`src/rtl/nkps_pkg.sv`:
```
// ----------------------------------------------------------------------------
// nkps_pkg
// Types and constants shared by the nearest point select block.
// ----------------------------------------------------------------------------
`default_nettype none
package nkps_pkg;
   localparam int MaxPoints    = 32;
   localparam int NearestCount = 4;
   localparam int IdxW   = $clog2(MaxPoints);
   localparam int CountW = $clog2(MaxPoints + 1);
   localparam int SlotW  = (NearestCount > 1) ? $clog2(NearestCount) : 1;
   localparam int DistW  = 35;
   localparam int QDepth = 2;

   localparam logic [1:0] OpInsert = 2'd0;
   localparam logic [1:0] OpRemove = 2'd1;
   localparam logic [1:0] OpQuery  = 2'd2;
   localparam logic [1:0] OpUnused = 2'd3;

   localparam logic [1:0] StatOk       = 2'd0;
   localparam logic [1:0] StatFull     = 2'd1;
   localparam logic [1:0] StatNotFound = 2'd2;

   typedef struct packed {
      logic [1:0]         op;
      logic [7:0]         point_id;
      logic signed [15:0] pos_x;
      logic signed [15:0] pos_y;
      logic signed [15:0] pos_z;
   } cmd_type;

   typedef struct packed {
      logic [7:0] result_id;
      logic [1:0] rank;
      logic       slot_valid;
      logic [1:0] status;
      logic       last;
   } rsp_type;
endpackage
`default_nettype wire

```
`src/rtl/nkps_front.sv`:
```
// ----------------------------------------------------------------------------
// nkps_front
// Accepts transactions, drops unused op codes and queues commands.
// ----------------------------------------------------------------------------
`default_nettype none
module nkps_front (
   input  wire logic             clock,
   input  wire logic             reset,
   input  wire logic             push,
   output logic                  full,
   input  wire nkps_pkg::cmd_type cmd_in,
   output nkps_pkg::cmd_type     cmd_out,
   output logic                  cmd_valid,
   input  wire logic             cmd_take
);
   localparam int PtrW = $clog2(nkps_pkg::QDepth);

   nkps_pkg::cmd_type    q_ff [nkps_pkg::QDepth];
   logic [PtrW-1:0]      wr_ff, wr_in, rd_ff, rd_in;
   logic [PtrW:0]        cnt_ff, cnt_in;
   logic                 wr_en, rd_en;

   // queue control; op 3 is accepted but never stored
   always_comb begin
      full   = (cnt_ff == (PtrW+1)'(nkps_pkg::QDepth));
      wr_en  = push && !full && (cmd_in.op != nkps_pkg::OpUnused);
      rd_en  = cmd_take && (cnt_ff != '0);
      wr_in  = wr_en ? PtrW'(wr_ff + 1'b1) : wr_ff;
      rd_in  = rd_en ? PtrW'(rd_ff + 1'b1) : rd_ff;
      cnt_in = cnt_ff + (PtrW+1)'(wr_en) - (PtrW+1)'(rd_en);
      cmd_valid = (cnt_ff != '0);
      cmd_out   = q_ff[rd_ff];
   end

   always_ff @(posedge clock) begin
      if (reset) begin
         wr_ff <= '0; rd_ff <= '0; cnt_ff <= '0;
      end else begin
         wr_ff <= wr_in; rd_ff <= rd_in; cnt_ff <= cnt_in;
      end
   end

   always_ff @(posedge clock) begin
      if (wr_en) q_ff[wr_ff] <= cmd_in;
   end
endmodule
`default_nettype wire

```
`src/rtl/nkps_back.sv`:
```
// ----------------------------------------------------------------------------
// nkps_back
// Point store, sequential scan for remove and query, best list, result reg.
// ----------------------------------------------------------------------------
`default_nettype none
module nkps_back (
   input  wire logic              clock,
   input  wire logic              reset,
   input  wire nkps_pkg::cmd_type cmd,
   input  wire logic              cmd_valid,
   output logic                   cmd_take,
   output nkps_pkg::rsp_type      rsp,
   output logic                   rsp_empty,
   input  wire logic              rsp_pop
);
   localparam int IW = nkps_pkg::IdxW;
   localparam int CW = nkps_pkg::CountW;
   localparam int SW = nkps_pkg::SlotW;
   localparam int NK = nkps_pkg::NearestCount;
   localparam int DW = nkps_pkg::DistW;

   typedef enum logic [6:0] {
      S_IDLE  = 7'b0000001,
      S_FIND  = 7'b0000010,
      S_SHIFT = 7'b0000100,
      S_SCAN  = 7'b0001000,
      S_WAIT  = 7'b0010000,
      S_OUT   = 7'b0100000,
      S_ONE   = 7'b1000000
   } state_type;

   state_type          st_ff, st_in;
   logic [7:0]         id_mem [nkps_pkg::MaxPoints];
   logic [47:0]        pos_mem [nkps_pkg::MaxPoints];
   logic [CW-1:0]      count_ff;
   logic [CW-1:0]      idx_ff;
   nkps_pkg::cmd_type  c_ff;
   logic [7:0]         rid_ff;
   logic [47:0]        rpos_ff;
   logic               rd_vld_ff;
   logic [7:0]         bid_ff [NK];
   logic [DW-1:0]      bd_ff [NK];
   logic [SW:0]        fill_ff;
   logic [SW:0]        oslot_ff;
   logic [1:0]         stat_ff;
   logic [DW-1:0]      sq_ff [3];
   logic [7:0]         sid_ff;
   logic               sv_ff;
   nkps_pkg::rsp_type  out_ff;
   logic               full_ff;

   // combinational helpers
   logic               mem_we, out_free, out_load, small_q;
   logic [IW-1:0]      we_addr, rd_addr;
   logic [7:0]         we_id;
   logic [47:0]        we_pos;
   logic [DW-1:0]      dsum;
   logic signed [16:0] dx, dy, dz;
   logic [16:0]        ax, ay, az;

   assign out_free  = !full_ff || rsp_pop;
   assign out_load  = out_free && (st_ff == S_OUT || st_ff == S_ONE);
   assign rsp       = out_ff;
   assign rsp_empty = !full_ff;
   assign small_q   = (count_ff <= CW'(NK));
   assign cmd_take  = (st_ff == S_IDLE) && cmd_valid;
   assign rd_addr   = idx_ff[IW-1:0];

   // store write port: insert at end, or shift down during remove
   always_comb begin
      mem_we  = 1'b0;
      we_addr = count_ff[IW-1:0];
      we_id   = cmd.point_id;
      we_pos  = {cmd.pos_x, cmd.pos_y, cmd.pos_z};
      if (cmd_take && cmd.op == nkps_pkg::OpInsert
          && count_ff != CW'(nkps_pkg::MaxPoints)) begin
         mem_we = 1'b1;
      end else if (st_ff == S_SHIFT && rd_vld_ff) begin
         mem_we  = 1'b1;
         we_addr = IW'(idx_ff - 2'd2);
         we_id   = rid_ff;
         we_pos  = rpos_ff;
      end
   end

   always_ff @(posedge clock) begin
      if (mem_we) begin
         id_mem[we_addr]  <= we_id;
         pos_mem[we_addr] <= we_pos;
      end
      rid_ff  <= id_mem[rd_addr];
      rpos_ff <= pos_mem[rd_addr];
   end

   // distance stage: squares registered, then summed
   always_comb begin
      dx = 17'(signed'(rpos_ff[47:32])) - 17'(c_ff.pos_x);
      dy = 17'(signed'(rpos_ff[31:16])) - 17'(c_ff.pos_y);
      dz = 17'(signed'(rpos_ff[15:0]))  - 17'(c_ff.pos_z);
      ax = dx[16] ? 17'(-dx) : 17'(dx);
      ay = dy[16] ? 17'(-dy) : 17'(dy);
      az = dz[16] ? 17'(-dz) : 17'(dz);
      dsum = sq_ff[0] + sq_ff[1] + sq_ff[2];
   end

   // sequencer
   always_comb begin
      st_in = st_ff;
      unique case (st_ff)
         S_IDLE:  if (cmd_take) begin
            unique case (cmd.op)
               nkps_pkg::OpRemove: st_in = S_FIND;
               nkps_pkg::OpQuery:  st_in = S_SCAN;
               default:            st_in = S_ONE;
            endcase
         end
         S_FIND:  if (rd_vld_ff && rid_ff == c_ff.point_id) st_in = S_SHIFT;
                  else if (idx_ff >= count_ff && !rd_vld_ff) st_in = S_ONE;
         S_SHIFT: if (idx_ff > count_ff) st_in = S_ONE;
         S_SCAN:  if (idx_ff >= count_ff) st_in = S_WAIT;
         S_WAIT:  if (!rd_vld_ff && !sv_ff) st_in = S_OUT;
         S_OUT:   if (out_free && oslot_ff == (SW+1)'(NK - 1)) st_in = S_IDLE;
         S_ONE:   if (out_free) st_in = S_IDLE;
         default: st_in = S_IDLE;
      endcase
   end

   always_ff @(posedge clock) begin
      if (reset) begin
         st_ff <= S_IDLE; count_ff <= '0; full_ff <= 1'b0;
         rd_vld_ff <= 1'b0; sv_ff <= 1'b0; fill_ff <= '0;
      end else begin
         st_ff <= st_in;
         full_ff <= out_load || (full_ff && !rsp_pop);
         // read pipe valid: one read issued per cycle while scanning
         rd_vld_ff <= ((st_ff == S_FIND || st_ff == S_SCAN || st_ff == S_SHIFT)
                       && idx_ff < count_ff && st_in == st_ff);
         sv_ff <= rd_vld_ff && (st_ff == S_SCAN || st_ff == S_WAIT);
         unique case (st_ff)
            S_IDLE: if (cmd_take) begin
               idx_ff <= '0; oslot_ff <= '0; stat_ff <= nkps_pkg::StatOk;
               fill_ff <= '0;
               if (cmd.op == nkps_pkg::OpInsert) begin
                  if (count_ff == CW'(nkps_pkg::MaxPoints))
                     stat_ff <= nkps_pkg::StatFull;
                  else count_ff <= count_ff + 1'b1;
               end
            end
            S_FIND: begin
               if (rd_vld_ff && rid_ff == c_ff.point_id) idx_ff <= idx_ff;
               else if (idx_ff < count_ff) idx_ff <= idx_ff + 1'b1;
               if (idx_ff >= count_ff && !rd_vld_ff)
                  stat_ff <= nkps_pkg::StatNotFound;
            end
            S_SHIFT: begin
               idx_ff <= idx_ff + 1'b1;
               if (idx_ff > count_ff) count_ff <= count_ff - 1'b1;
            end
            S_SCAN: if (idx_ff < count_ff) idx_ff <= idx_ff + 1'b1;
            default: ;
         endcase
         // best list insertion, or store order for small stores
         if (sv_ff) begin
            if (small_q) begin
               if (fill_ff < (SW+1)'(NK)) begin
                  bid_ff[fill_ff[SW-1:0]] <= sid_ff;
                  fill_ff <= fill_ff + 1'b1;
               end
            end else begin
               for (int s = NK - 1; s >= 0; s--) begin
                  if ((SW+1)'(s) < fill_ff && dsum < bd_ff[s]) begin
                     if (s + 1 < NK) begin
                        bid_ff[s+1] <= bid_ff[s]; bd_ff[s+1] <= bd_ff[s];
                     end
                     if (s == 0 || !(dsum < bd_ff[s-1 < 0 ? 0 : s-1])) begin
                        bid_ff[s] <= sid_ff; bd_ff[s] <= dsum;
                     end
                  end else if ((SW+1)'(s) == fill_ff) begin
                     if (s == 0 || !(dsum < bd_ff[s-1 < 0 ? 0 : s-1])) begin
                        bid_ff[s] <= sid_ff; bd_ff[s] <= dsum;
                     end
                  end
               end
               if (fill_ff < (SW+1)'(NK)) fill_ff <= fill_ff + 1'b1;
            end
         end
         // result register
         if (out_load) begin
            if (st_ff == S_ONE) begin
               out_ff <= '{result_id: 8'd0, rank: 2'd0, slot_valid: 1'b0,
                          status: stat_ff, last: 1'b1};
            end else begin
               out_ff.result_id  <= (oslot_ff < fill_ff) ? bid_ff[oslot_ff[SW-1:0]]
                                                          : 8'd0;
               out_ff.rank       <= 2'(oslot_ff);
               out_ff.slot_valid <= (oslot_ff < fill_ff);
               out_ff.status     <= nkps_pkg::StatOk;
               out_ff.last       <= (oslot_ff == (SW+1)'(NK - 1));
               oslot_ff <= oslot_ff + 1'b1;
            end
         end
      end
   end

   always_ff @(posedge clock) begin
      if (cmd_take) c_ff <= cmd;
      sq_ff[0] <= DW'(34'(ax) * 34'(ax));
      sq_ff[1] <= DW'(34'(ay) * 34'(ay));
      sq_ff[2] <= DW'(34'(az) * 34'(az));
      sid_ff   <= rid_ff;
   end
endmodule
`default_nettype wire

```
`src/rtl/nearest_k_point_select.sv`:
```
// ----------------------------------------------------------------------------
// nearest_k_point_select
// Point store with insert, remove by id and k-nearest query.
// ----------------------------------------------------------------------------
// Input channel: req_* fields, taken when push is high and full is low.
// Result channel: rsp_* fields shown while empty is low, taken with pop.
// Insert gives one result without a scan of the store.
// Remove gives one result after a scan of the store to the matching id
// and a shift of the later entries.
// Query gives NearestCount results after one pass over the store, one
// stored point a cycle through the store read port and a two stage
// distance pipe.
// The back end takes a new command only once it is done with the last one.
// A two entry command queue lets new transactions be taken while the
// back end works; unused op codes are taken and yield no result.
// Reset empties the store and the queue at once.
// When the receiver stalls the result register holds and the back end
// waits; the command queue fills and then full rises.
// ----------------------------------------------------------------------------
`default_nettype none
module nearest_k_point_select (
   input  wire logic        clock,
   input  wire logic        reset,
   input  wire logic        push,
   output logic             full,
   input  wire logic [1:0]  req_op,
   input  wire logic [7:0]  req_point_id,
   input  wire logic signed [15:0] req_pos_x,
   input  wire logic signed [15:0] req_pos_y,
   input  wire logic signed [15:0] req_pos_z,
   output logic             empty,
   input  wire logic        pop,
   output logic [7:0]       rsp_result_id,
   output logic [1:0]       rsp_rank,
   output logic             rsp_slot_valid,
   output logic [1:0]       rsp_status,
   output logic             rsp_last
);
   nkps_pkg::cmd_type cmd_in, cmd_q;
   nkps_pkg::rsp_type rsp;
   logic              cmd_valid, cmd_take;

   assign cmd_in = '{op: req_op, point_id: req_point_id, pos_x: req_pos_x,
                     pos_y: req_pos_y, pos_z: req_pos_z};

   nkps_front u_front (
      .clock, .reset, .push, .full, .cmd_in,
      .cmd_out(cmd_q), .cmd_valid, .cmd_take
   );

   nkps_back u_back (
      .clock, .reset, .cmd(cmd_q), .cmd_valid, .cmd_take,
      .rsp, .rsp_empty(empty), .rsp_pop(pop)
   );

   assign rsp_result_id  = rsp.result_id;
   assign rsp_rank       = rsp.rank;
   assign rsp_slot_valid = rsp.slot_valid;
   assign rsp_status     = rsp.status;
   assign rsp_last       = rsp.last;
endmodule
`default_nettype wire

```
`config.mk`:
```
export PLATFORM = sky130hd
export DESIGN_NAME = nearest_k_point_select
export DESIGN_NICKNAME = d
export VERILOG_FILES = /design/src/rtl/nkps_pkg.sv /design/src/rtl/nkps_front.sv /design/src/rtl/nkps_back.sv /design/src/rtl/nearest_k_point_select.sv
export SDC_FILE = /design/constraint.sdc
export NUM_CORES = 2
export LEC_CHECK = 0
export BUFFER_PORTS_ARGS = -buffer_cell sky130_fd_sc_hd__clkbuf_2
export CAP_MARGIN = 20
export CORE_ASPECT_RATIO = 0.75
export CORE_MARGIN = 5
export CORE_UTILIZATION = 55
export DETAILED_ROUTE_END_ITERATION = 6
export MAX_ROUTING_LAYER = met4
export PLACE_DENSITY = 0.71
export SYNTH_ARGS = -nofsm -noshare
export SYNTH_HDL_FRONTEND = slang
export SYNTH_SLANG_ARGS = --single-unit
export TNS_END_PERCENT = 20
```
`constraint.sdc`:
```
create_clock -name clock -period 21.2 [get_ports clock]
set_input_delay 4.24 -clock clock [delete_from_list [all_inputs] [get_ports clock]]
set_output_delay 4.24 -clock clock [all_outputs]
set_load 0.02 [all_outputs]
```
### Yosys cells after proc, flatten, opt, wreduce, memory -nomap -nowiden

Memories as Yosys holds them, arrays and structs flattened. A register that Yosys moved wholly into a read port is not among the register bits.
Index checks and enable logic that the tools add are counted.

| storage, ports and cells | value |
|---|---|
| flip-flop bits (word level) | 104 |
| RAM bits | 2182 |
| input port bits | 62 |
| logic and storage cells | 274 |
| memories kept | 6 |

Memory list:

| name | depth | bits a word | read ports | clocked after memory_dff | wr ports | RTL line | RTL |
|---|---|---|---|---|---|---|---|
| u_back.pos_mem | 32 | 48 | 1 | 1 | 1 | nkps_back.sv:34 | `logic [47:0] pos_mem [nkps_pkg::MaxPoints];` |
| u_back.id_mem | 32 | 8 | 1 | 1 | 1 | nkps_back.sv:33 | `logic [7:0] id_mem [nkps_pkg::MaxPoints];` |
| u_back.bd_ff | 4 | 35 | 4 | 0 | 4 | nkps_back.sv:42 | `logic [DW-1:0] bd_ff [NK];` |
| u_front.q_ff | 2 | 58 | 1 | 1 | 1 | nkps_front.sv:18 | `nkps_pkg::cmd_type q_ff [nkps_pkg::QDepth];` |
| u_back.sq_ff | 3 | 34 | 3 | 0 | 3 | nkps_back.sv:46 | `logic [DW-1:0] sq_ff [3];` |
| u_back.bid_ff | 4 | 8 | 4 | 1 | 4 | nkps_back.sv:41 | `logic [7:0] bid_ff [NK];` |

| operators by class | value |
|---|---|
| add/sub/neg operators | 18 |
| multiply operators | 3 |
| order comparisons | 14 |
| equality and inequality tests | 25 |
| muxes and demuxes | 128 |
| bitwise logic cells | 16 |
| reduce and logical (&&, ||, !) cells | 43 |

Operators with widths:

| kind | count |
|---|---|
| 35-bit two-way mux | 7 |
| 35-bit < comparator | 4 |
| 17-bit by 17-bit multiplier with 34-bit output | 3 |
| 48-bit two-way mux | 2 |
| 8-bit two-way mux | 10 |
| 1-bit two-way mux | 72 |
| 35-bit adder | 2 |
| 7-bit two-way mux | 8 |
| 17-bit two-way mux | 3 |
| 17-bit negation | 3 |
| 16-bit by 16-bit subtractor with 17-bit output | 3 |
| 7-bit one-hot mux with 7 select lines | 1 |
| 6-bit two-way mux | 7 |
| 3-bit two-way mux | 8 |
| 6-bit one-hot mux with 4 select lines | 1 |
| 1-bit logical AND | 20 |
| 1-bit OR | 14 |
| 7-bit one-hot mux with 2 select lines | 1 |
| 6-bit by 1-bit adder with 6-bit output (second input constant) | 2 |
| 2-bit inequality test (second input constant) | 6 |
| 6-bit one-hot mux with 2 select lines | 1 |
| 5-bit two-way mux | 2 |
| 8-bit == test | 1 |
| 2-bit two-way mux | 4 |
| 43 further kinds | 62 |

### Longest topological paths before layout

An unclocked memory read counts as a cell.

| logic depth | value |
|---|---|
| depth after elaboration | 15 |
| gate-level depth with buffers | 38 |
| depth with buffers taken out | 36 |

### Modules after synthesis

A second synthesis with hierarchy kept.

| unflattened totals | value |
|---|---|
| cell total of the unflattened synthesis | 7870 |
| area total of the unflattened synthesis | 120843.4 um^2 |

Modules (own cells, without submodules):

| module | instances | cells an instance | area each (um^2) | seq. area each (um^2) |
|---|---|---|---|---|
| nkps_back | 1 | 7663 | 116322.8 | 65052.4 |
| nkps_front | 1 | 207 | 4520.6 | 3583.4 |

### Worst setup path before layout

Ideal clock, no wire load.

| timing path | value |
|---|---|
| path type | flip-flop to flip-flop |
| from | register u_back.c_ff[0] (netlist bit) |
| to | memory u_back.sq_ff[0][101] (netlist bit) |
| setup time | 0.121 ns |
| arrival time | 8.702 ns |
| required time | 21.079 ns |
| slack | 12.377 ns |
| cell stages (with the launch flop) | 36 |
| buffers on the path | 1 |
| path through | edfxtp_1 > ha_1 > fa_1 > nand2b_1 > a21oi_1 > o2111a_1 > a2111oi_1 > nand2b_1 > a21oi_1 > nor2_1 > xnor2_1 > clkinv_1 > nand2_1 > inv_1 > fa_1 > inv_1 > fa_1 > fa_1 > inv_1 > fa_1 > fa_1 > inv_1 > fa_1 > inv_1 > ha_1 > clkbuf_1 > nand4_1 > o21ai_0 > a31oi_1 > o31ai_1 > a221o_1 > a41oi_1 > o21ai_0 > or4_1 > a31oi_1 > xnor2_1 |

RTL lines:

| element | RTL line | RTL |
|---|---|---|
| start, declared | nkps_back.sv:37 | `nkps_pkg::cmd_type c_ff;` |
| start signal, assigned | nkps_back.sv:206 | `if (cmd_take) c_ff <= cmd;` |
| end, declared | nkps_back.sv:46 |  |

==> flow_summary.ini <==
[detailed_routing]
drc = 0
route.met3.wl_mm = 29.1
avgViaCountPerCell = 6.09
wl_per_cell_um = 27.6
wl_met1_mm = 128
drtIter0Drc = 8061
top_layer_used = met4
routed-wl-met2_mm = 143
antenna_left = 0
via_count = 68300
wirelength_mm = 309
dr.pass1.iters = 5

[cts]
postCtsSetupBuffers = 0
cts_sinks = 2348
cts_hold_buffers = 0
cts_tree = yes
cts_buffers = 222
cts_max_path_buffers = 4
cts_resized = 0
path_clk_slew_ps = 60
cts_root_buf = clkbuf_16
cts.htree.levels = 4
clk_latency_ps = 920

[timing]
slew_violations = 0
period_share_pct = 51.9
slew_headroom_pct = 18.2
final_hold_viol_count = 0
fin_tns_setup_ps = 0
finClkSkew_ps = 131
final.min_clock_period_ps = 11000
tightest_slew_ps = 1210
fin_ws_ps = 10200
finalSetupViolCount = 0
fmax_ghz = 0.0909
rsz0062_at_grt = false

[yosys]
async_reset_ff_share_pct = 0
synth.area.top_cells = edfxtp_1 (54%), mux4_2 (11%), fa_1 (10%), ha_1 (5.8%), inv_1 (3.4%)
ys_ff_latch = 2348
syn_inst = 7828
yosysWarnings = 0
seq_area_frac_synth_pct = 56.7
synth_area_per_cell_um2 = 15.5
synth_flop_cell = edfxtp_1
synth_edf_count = 2161
yosysTopAreaCellShare_pct = 53.6
yosys.cell_types.count = 87
syn_area_mm2 = 0.121
yosysTopAreaCell = edfxtp_1

[grt]
grt_pass1_wl_mm = 459
antenna_found_initial = 23
grt_usage_pct = 27.9
grt_max_degree = 91
first_global_vias = 69100
grt_overflow = 0

[placed_design]
pre_cts_ws_ps = 10470
place_hpwl_mm = 194
portBuffers = 77
gp_congestion = 0.883

[die]
num_io_pins = 78
die_w_um = 552
core_mm2 = 0.219
start_util_pct = 55.1
rows = 149
fp.dieH_um = 416
fp.dieArea_mm2 = 0.230

[setup_path]
critical_path_class = register to register
worstPathRequired_ps = 21890
rrSetupSlack_ps = 10200
arrival_ps = 11690
crit_fanout = 10
cp_slowest_cell = xnor2_1
startpoint_type = register
slowest_delay_ps = 830
worstSetupEndpointType = register
cp_common_cell = fa_1

[finish]
final_net_count = 9294
drive_gt1_share_pct = 18.2
final_common_cell = edfxtp_1
final_cell_mix = edfxtp_1 (2,161), inv_1 (1,090), fa_1 (611), mux4_2 (568), ha_1 (556)
syn_to_final_growth_pct = 10.3
fillers = 16000

[hold_path]
hp-class = register to register

[status]
status = finished, final reports clean

[job]
drv_cap = 0
==> path summary, 6_finish.rpt <==
path	endpoint	from	depth (start not counted)
worst max-delay path	u_back.sq_ff[0][101]$_DFF_P_	u_back.c_ff[0]$_DFFE_PP_	34
worst min-delay path	u_back.bid_ff[0][1]$_DFFE_PP_	u_back.sid_ff[1]$_DFF_P_	0
worst max register to register	u_back.sq_ff[0][101]$_DFF_P_	u_back.c_ff[0]$_DFFE_PP_	34
worst min register to register	u_back.bid_ff[0][1]$_DFFE_PP_	u_back.sid_ff[1]$_DFF_P_	0
==> synthesized netlist by cell type (51+ instances only) <==
cell and n:
xnor2_1 164, ha_1 556, a21oi_1 199, nor2_1 390
fa_1 611, clkbuf_1 207, a21o_1 119, inv_1 1091
mux4_2 568, xor2_1 68, o21a_1 51, dfxtp_1 187
mux2_2 268, nand2_1 373, o21ai_0 132, edfxtp_1 2161
==> kinds of logic after synthesis <==
| group | after synthesis | share of synthesized area (%) |
|---|---|---|
| buffers and inverters | 1355 | 4.21 |
| xor gates and xnor gates | 234 | 1.71 |
| other | 2 | 0.00621 |
| and+or+nand+nor | 1147 | 4.37 |
| muxes | 842 | 13.1 |
| AOI/OAI and AO/OA | 733 | 4.00 |
| adders and majority gates | 1167 | 15.9 |
| DFF | 2348 | 56.7 |
==> critical path: cells and delay by family (launching register included) <==
kind,cells,cell delay (ps)
fa+ha+maj,9,4080
compound gates,11,2970
simple gates,6,1450
buf+inv,6,1020
xor+xnor,2,920
flops,1,400
==> through the flow <==
stage          instance area, um^2  std cells  hold slack (ps)  util (%)
4_1_cts                     133000      11200              487      60.8
6_report                    133000      11200              485      60.8
3_5_place_dp                126000      10800              473      57.3
3_3_place_gp                126000      10800              458      57.3
2_1_floorplan               121000       7864              360         -
5_1_grt                     133000      11200              511      60.8
==> sequential cells by signal, summed over array words and instances (netlist names), named ones only <==
name,count
u_back.pos_mem,1536
u_back.id_mem,256
u_back.bd_ff,140
u_front.q_ff,116
u_back.sq_ff,99
u_back.c_ff,56
u_back.rpos_ff,48
u_back.bid_ff,32
u_back.rsp,14
u_back.rid_ff,8
u_back.sid_ff,8
u_back.st_ff,7
u_back.count_ff,6
u_back.idx_ff,6
u_back.fill_ff,3
u_back.oslot_ff,3
u_back.stat_ff,2
u_front.cnt_ff,2
u_back.full_ff,1
u_back.rd_vld_ff,1
u_back.sv_ff,1
u_front.rd_ff,1
u_front.wr_ff,1
==> cell type report <==
cell class | count | area [um^2] | area share, %
inverter | 1103 | 4140 | 3.10
multi-input combinational | 4161 | 47700 | 35.7
antenna | 15 | 37.5 | 0.0281
clock inverter | 128 | 1610 | 1.21
clock buffer | 282 | 6010 | 4.51
timing repair buffer | 229 | 1590 | 1.19
sequential | 2348 | 68600 | 51.5
tap | 2944 | 3680 | 2.76
==> per-layer routing <==
layer  up-vias  track usage [%]
met1     35400             40.1
met5         -                -
met2      3269             42.1
li1      29000                -
met4         0             7.12
met3       514             4.88
Power is left out: the tool's default activity adds up to more than one toggle a clock period on the data nets, which glitch-free logic cannot reach.
